## src/design/olir_pkg.sv

```systemverilog
package olir_pkg;

	localparam int DEPTH_DEF = 16;

	localparam logic [1:0] ACT_APPEND = 2'd0;
	localparam logic [1:0] ACT_REMOVE = 2'd1;
	localparam logic [1:0] ACT_READ   = 2'd2;

	localparam logic [1:0] ST_DONE      = 2'd0;
	localparam logic [1:0] ST_NOT_FOUND = 2'd1;
	localparam logic [1:0] ST_FULL      = 2'd2;
	localparam logic [1:0] ST_BEYOND    = 2'd3;

	typedef struct packed {
		logic [1:0]         action;
		logic signed [31:0] value;
		logic [3:0]         position;
	} req_t;

	typedef struct packed {
		logic [1:0]         status;
		logic signed [31:0] read_value;
		logic [4:0]         entry_count;
	} rsp_t;

endpackage

```

## src/design/olir_ram.sv

```systemverilog
module olir_ram #(
	parameter int WIDTH = 32,
	parameter int DEPTH = olir_pkg::DEPTH_DEF
) (
	input  logic                     clk,
	input  logic                     we,
	input  logic [$clog2(DEPTH)-1:0] waddr,
	input  logic [WIDTH-1:0]         wdata,
	input  logic                     re,
	input  logic [$clog2(DEPTH)-1:0] raddr,
	output logic [WIDTH-1:0]         rdata
);

	logic [WIDTH-1:0] mem [DEPTH];

	always_ff @(posedge clk) begin
		if (we) begin
			mem[waddr] <= wdata;
		end
		if (re) begin
			rdata <= mem[raddr];
		end
	end

endmodule

```

## src/design/ordered_list_insert_remove_unit.sv

```systemverilog
// Channel | Beat type        | Handshake           | Role
// req     | olir_pkg::req_t  | req_valid/req_stall | request: action, value, position
// rsp     | olir_pkg::rsp_t  | rsp_valid/rsp_stall | result: status, read value, count
//
// Append, unused actions and reads beyond count load the result register on acceptance;
// other reads first pass through S_READ to take the data from the entry RAM.
// Remove does one compare per entry, up to the match, against the stored word read from
// the entry RAM, then one move per later entry one place down through the same read port.
// req_stall is high from acceptance until the result is loaded into the rsp register.
// A stalled rsp beat holds the block in its response state; entry count resets to zero.
module ordered_list_insert_remove_unit #(
	parameter int DEPTH = olir_pkg::DEPTH_DEF
) (
	input  logic           clk,
	input  logic           arst_n,
	input  logic           req_valid,
	output logic           req_stall,
	input  olir_pkg::req_t req,
	output logic           rsp_valid,
	input  logic           rsp_stall,
	output olir_pkg::rsp_t rsp
);

	localparam int CW = $clog2(DEPTH + 1);
	localparam int AW = $clog2(DEPTH);
	localparam int XW = (CW > 4) ? CW : 4;

	typedef enum logic [2:0] {
		S_IDLE,
		S_READ,
		S_SCAN,
		S_SHIFT,
		S_RESP
	} state_t;

	state_t         state_q;
	logic [CW-1:0]  count_q;
	logic [CW-1:0]  rd_ptr_q;
	logic [AW-1:0]  cmp_ptr_q;
	logic [AW-1:0]  wr_ptr_q;
	logic           vld_q;
	logic [31:0]    value_q;
	olir_pkg::rsp_t res_q;
	olir_pkg::rsp_t rsp_q;
	logic           rsp_valid_q;

	logic          accept;
	logic          issue;
	logic          hit;
	logic          beyond;
	logic          has_room;
	logic          ram_we;
	logic [AW-1:0] ram_waddr;
	logic [31:0]   ram_wdata;
	logic          ram_re;
	logic [AW-1:0] ram_raddr;
	logic [31:0]   ram_rdata;

	assign req_stall = (state_q != S_IDLE);
	assign accept    = req_valid && !req_stall;
	assign rsp_valid = rsp_valid_q;
	assign rsp       = rsp_q;

	assign issue    = ((state_q == S_SCAN) || (state_q == S_SHIFT)) && (rd_ptr_q < count_q);
	assign hit      = vld_q && (ram_rdata == value_q);
	assign beyond   = XW'(req.position) >= XW'(count_q);
	assign has_room = count_q < CW'(DEPTH);

	assign ram_re    = (accept && (req.action == olir_pkg::ACT_READ) && !beyond) || issue;
	assign ram_raddr = (state_q == S_IDLE) ? AW'(req.position) : AW'(rd_ptr_q);
	assign ram_we    = (accept && (req.action == olir_pkg::ACT_APPEND) && has_room) ||
	                   ((state_q == S_SHIFT) && vld_q);
	assign ram_waddr = (state_q == S_IDLE) ? AW'(count_q) : wr_ptr_q;
	assign ram_wdata = (state_q == S_IDLE) ? 32'(req.value) : ram_rdata;

	olir_ram #(
		.WIDTH(32),
		.DEPTH(DEPTH)
	) u_ram (
		.clk  (clk),
		.we   (ram_we),
		.waddr(ram_waddr),
		.wdata(ram_wdata),
		.re   (ram_re),
		.raddr(ram_raddr),
		.rdata(ram_rdata)
	);

	always_ff @(posedge clk or negedge arst_n) begin
		if (!arst_n) begin
			state_q     <= S_IDLE;
			count_q     <= '0;
			rd_ptr_q    <= '0;
			cmp_ptr_q   <= '0;
			wr_ptr_q    <= '0;
			vld_q       <= 1'b0;
			value_q     <= '0;
			res_q       <= '0;
			rsp_q       <= '0;
			rsp_valid_q <= 1'b0;
		end else begin
			rsp_valid_q <= rsp_valid_q && rsp_stall;
			vld_q       <= issue;
			if (issue) begin
				rd_ptr_q  <= rd_ptr_q + CW'(1);
				cmp_ptr_q <= AW'(rd_ptr_q);
			end
			case (state_q)
				S_IDLE: begin
					if (accept) begin
						value_q <= 32'(req.value);
						case (req.action)
							olir_pkg::ACT_APPEND: begin
								if (has_room) begin
									count_q <= count_q + CW'(1);
									res_q   <= '{olir_pkg::ST_DONE, 32'sd0,
									             5'(count_q + CW'(1))};
								end else begin
									res_q <= '{olir_pkg::ST_FULL, 32'sd0, 5'(count_q)};
								end
								state_q <= S_RESP;
							end
							olir_pkg::ACT_REMOVE: begin
								if (count_q == '0) begin
									res_q   <= '{olir_pkg::ST_NOT_FOUND, 32'sd0, 5'(count_q)};
									state_q <= S_RESP;
								end else begin
									rd_ptr_q <= '0;
									state_q  <= S_SCAN;
								end
							end
							olir_pkg::ACT_READ: begin
								if (beyond) begin
									res_q   <= '{olir_pkg::ST_BEYOND, 32'sd0, 5'(count_q)};
									state_q <= S_RESP;
								end else begin
									state_q <= S_READ;
								end
							end
							default: begin
								res_q   <= '{olir_pkg::ST_DONE, 32'sd0, 5'(count_q)};
								state_q <= S_RESP;
							end
						endcase
					end
				end
				S_READ: begin
					res_q   <= '{olir_pkg::ST_DONE, $signed(ram_rdata), 5'(count_q)};
					state_q <= S_RESP;
				end
				S_SCAN: begin
					if (hit) begin
						wr_ptr_q <= cmp_ptr_q;
						state_q  <= S_SHIFT;
					end else if (!vld_q && !issue) begin
						res_q   <= '{olir_pkg::ST_NOT_FOUND, 32'sd0, 5'(count_q)};
						state_q <= S_RESP;
					end
				end
				S_SHIFT: begin
					if (vld_q) begin
						wr_ptr_q <= wr_ptr_q + AW'(1);
					end else if (!issue) begin
						count_q <= count_q - CW'(1);
						res_q   <= '{olir_pkg::ST_DONE, 32'sd0, 5'(count_q - CW'(1))};
						state_q <= S_RESP;
					end
				end
				S_RESP: begin
					if (!rsp_valid_q || !rsp_stall) begin
						rsp_q       <= res_q;
						rsp_valid_q <= 1'b1;
						state_q     <= S_IDLE;
					end
				end
				default: begin
					state_q <= S_IDLE;
				end
			endcase
		end
	end

endmodule
```

## config.mk

```make
export PLATFORM = sky130hd
export DESIGN_NAME = ordered_list_insert_remove_unit
export DESIGN_NICKNAME = d
export VERILOG_FILES = /design/src/design/olir_pkg.sv /design/src/design/olir_ram.sv /design/src/design/ordered_list_insert_remove_unit.sv
export SDC_FILE = /design/constraint.sdc
export NUM_CORES = 1
export LEC_CHECK = 0
export ABC_AREA = 1
export BUFFER_PORTS_ARGS = -buffer_cell sky130_fd_sc_hd__buf_2
export CAP_MARGIN = 20
export CORE_MARGIN = 10
export CORE_UTILIZATION = 55
export CTS_CLUSTER_SIZE = 28
export DETAILED_ROUTE_END_ITERATION = 8
export MAX_ROUTING_LAYER = met4
export PLACE_DENSITY_LB_ADDON = 0.08
export SLEW_MARGIN = 0
export SYNTH_ARGS = -nofsm -noshare
export SYNTH_HDL_FRONTEND = slang
export SYNTH_SLANG_ARGS = --single-unit
```

## constraint.sdc

```tcl
create_clock -name clk -period 7.27 [get_ports clk]
set_input_delay 1.8175 -clock clk [delete_from_list [all_inputs] [get_ports clk]]
set_output_delay 1.8175 -clock clk [all_outputs]
set_load 0.01 [all_outputs]
```

==> flow_metrics.env <==
export IMPL_dr_pass1_iters=5
export IMPL_viasPerCell=5.716
export IMPL_swShare=0.3662
export IMPL_slew_headroom=0.2553
export IMPL_seqCellArea_um2=19660
export IMPL_p_int_uw=8201
export IMPL_synth_edf_count=544
export IMPL_ys_types=38
export IMPL_vias=18580
export IMPL_drive_above_1_share=0.1241
export IMPL_final_area_um2=32070
export IMPL_cts_sinks=677
export IMPL_start_util=0.5564
export IMPL_cp_arrival_ps=5020
export IMPL_post_cts_resized=0
export IMPL_num_rows=83
export IMPL_clk_latency_ps=610
export IMPL_start_kind="input port"
export IMPL_power_uw=12940
export IMPL_grt_pass1_vias=17810
export IMPL_grt_usage=0.2397
export IMPL_min_period_ps=4668
export IMPL_maxCapViolCount=0
export IMPL_die_w_um=247.8
export IMPL_port_buffers=82
export IMPL_die_area_um2=61410
export IMPL_core_um2=51300
export IMPL_power_density_nw_per_um2=403.5
export IMPL_ioPinCount=83
export IMPL_overflow=0
export IMPL_fin_hold_ws_ps=476.5
export IMPL_synth_area_um2=28540
export IMPL_slew_violations=0
export IMPL_clkTransAtPathRegs_ps=60
export IMPL_p_sw_uw=4739
export IMPL_layout_area_overhead_vs_synth_pct=12.34
export IMPL_multi_input_area_um2=7268
export IMPL_post_route_period_util=0.6421
export IMPL_num_nets_final=2582
export IMPL_worstPathMaxFanout=88
export IMPL_cts_tree="done"
export IMPL_hold_violations=0
export IMPL_comb_power_share=0.328
export IMPL_yosysWarnings=0
export IMPL_syn_nets=2499
export IMPL_synthCells=2439
export IMPL_dpl_hpwl_um=43470
export IMPL_worstSetupPathType="in -> reg"
export IMPL_antenna_found_initial=1
export IMPL_cts_made_buffers=70
export IMPL_p_leak_uw=0.01246
export IMPL_status="complete, no violations"
export IMPL_drt_initial_drc_count=1895
export IMPL_postCtsHoldBufs=0
export IMPL_setup_tns_final_ps=0
export IMPL_yosysSeqAreaShare=0.6889
export IMPL_drt_total_wl_um=70820
export IMPL_setup_viol=0
export IMPL_cts_path_max_buffers=3
export IMPL_grt_pass1_wl_um=108700
export IMPL_postSynth_asyncResetShare=0.1965
export IMPL_fin_util=0.6251
export IMPL_post_cts_buffers=0
export IMPL_rsz0062_at_grt="no"
export IMPL_pwr_share_clk=0.259
export IMPL_gp_congestion=0.8886
export IMPL_hold_path_class="reg -> reg"
export IMPL_synth_area_per_cell_um2=11.70
export IMPL_die_h_um=247.8
export IMPL_drcViolationCount=0
export IMPL_ir_drop_mv=0.3580
export IMPL_final_common_cell="edfxtp_1"
export IMPL_seqPwrFrac=0.414
export IMPL_h_tree_depth=3
export IMPL_routedWlPerCell_um=21.78
export IMPL_fmax_mhz=214.2
export IMPL_final_cell_mix="edfxtp_1 (544), nand2_1 (437), inv_1 (280)"
export IMPL_placed_area_um2=29860
export IMPL_synth_ff_type="edfxtp_1"
export IMPL_grt_max_degree=204
export IMPL_cts_root_buf="clkbuf_16"
export IMPL_tightest_slew_ps=1117
export IMPL_synth_seq_cells=677
export IMPL_fillerInstances=4000
export IMPL_antennaDiodeCount=0
export IMPL_crit_required_ps=7620
export IMPL_antenna_left=0
export IMPL_setup_worst_path_end_class="flop"
export IMPL_clock_skew_final_ps=23.28
-- worst max-delay path, stage by stage --
cell,delay [ps]
buf_2,100
inv_1,60
o21ai_4,770
clkinv_2,800
buf_4,630
o21ai_0,210
o211ai_1,200
nand3_1,290
nand2_1,70
-- final timing paths --
check / startpoint / endpoint / slack, ps / cells past startpoint
max in group asynchronous: arst_n / rsp[18] / 4800 / 2
min in group asynchronous: arst_n / res_q[1] / 1210 / 1
hold reg to reg: res_q[5] / res_q[5] / 480 / 2
setup / recovery: req[1] / u_ram.rdata[15] / 2600 / 9
setup reg to reg: state_q[2] / u_ram.rdata[15] / 2790 / 11
hold / removal: res_q[5] / res_q[5] / 480 / 2
-- flip-flops by register name, summed over array words and instances (netlist names) --
| name | flops |
|---|---|
| state_q | 3 |
| wr_ptr_q | 4 |
| count_q | 5 |
| rd_ptr_q | 5 |
| u_ram.mem | 512 |
| u_ram.rdata | 32 |
| rsp | 39 |
| rsp_valid | 1 |
| res_q | 39 |
| cmp_ptr_q | 4 |
| value_q | 32 |
| vld_q | 1 |
-- cells in the mapped netlist (all sizes together), types with 4 or more instances --
cell type    n  area [um2]
edfxtp     544       16340
nand2      441        1660
inv        285        1070
o21ai      274        1390
o211ai     249        1869
nor2       176       665.6
dfrtp      133        3328
nand3       93       483.0
buf         78       513.0
clkbuf      56       210.2
mux2        39       439.2
ha          18       225.2
a21oi       14       70.07
nand4        7       43.79
nor3         6       35.03
xnor2        5       43.79
xor2         5       43.79
or2          4       25.02
-- cell families (layout without fill, tap and decap cells) --
| group | count (synthesis) | in the layout | share of synthesized area |
|---|---|---|---|
| DFF | 677 | 677 | 0.6889 |
| adders and majority gates | 18 | 18 | 0.007890 |
| buffers and inverters | 419 | 551 | 0.06281 |
| and+or+nand+nor | 730 | 730 | 0.1028 |
| AOI/OAI and AO/OA | 546 | 546 | 0.1191 |
| xor gates and xnor gates | 10 | 10 | 0.003068 |
| muxes | 39 | 39 | 0.01539 |
-- stage by stage --
stage / setup slack, ps / std cells
floorplan: 2001 / 2439
finish: 2602 / 3251
global route: 2388 / 3251
global placement: 2004 / 3113
CTS: 2624 / 3245
detailed placement: 1994 / 3124
-- metal layers --
layer	track usage	share of wire	wire length, um	vias up
met2	0.3301	0.42	30040	756
met3	0.06826	0.11	7663	101
met1	0.3443	0.45	31710	9017
li1	-	-	-	8710
met5	-	0	0	-
met4	0.06204	0.020	1400	0
-- power groups by stage --
stage          combinational, uW  clock, uW  sequential [uW]
3_3_place_gp                4110          0             5410
5_1_grt                     4730       3560             5400
4_1_cts                     4220       3420             5340
3_5_place_dp                4200          0             5420
2_1_floorplan               2830          0             5360
6_report                    4240       3350             5350
-- area by class of cell --
class	instances	share of cell area
sequential	677	0.6132
multi-input combinational	1343	0.2267
clock buffer	97	0.06099
timing repair buffer	145	0.03422
inverter	285	0.03340
tap	680	0.02653
clock inverter	24	0.004994
No activity file was read; power rests on OpenSTA's default activity.
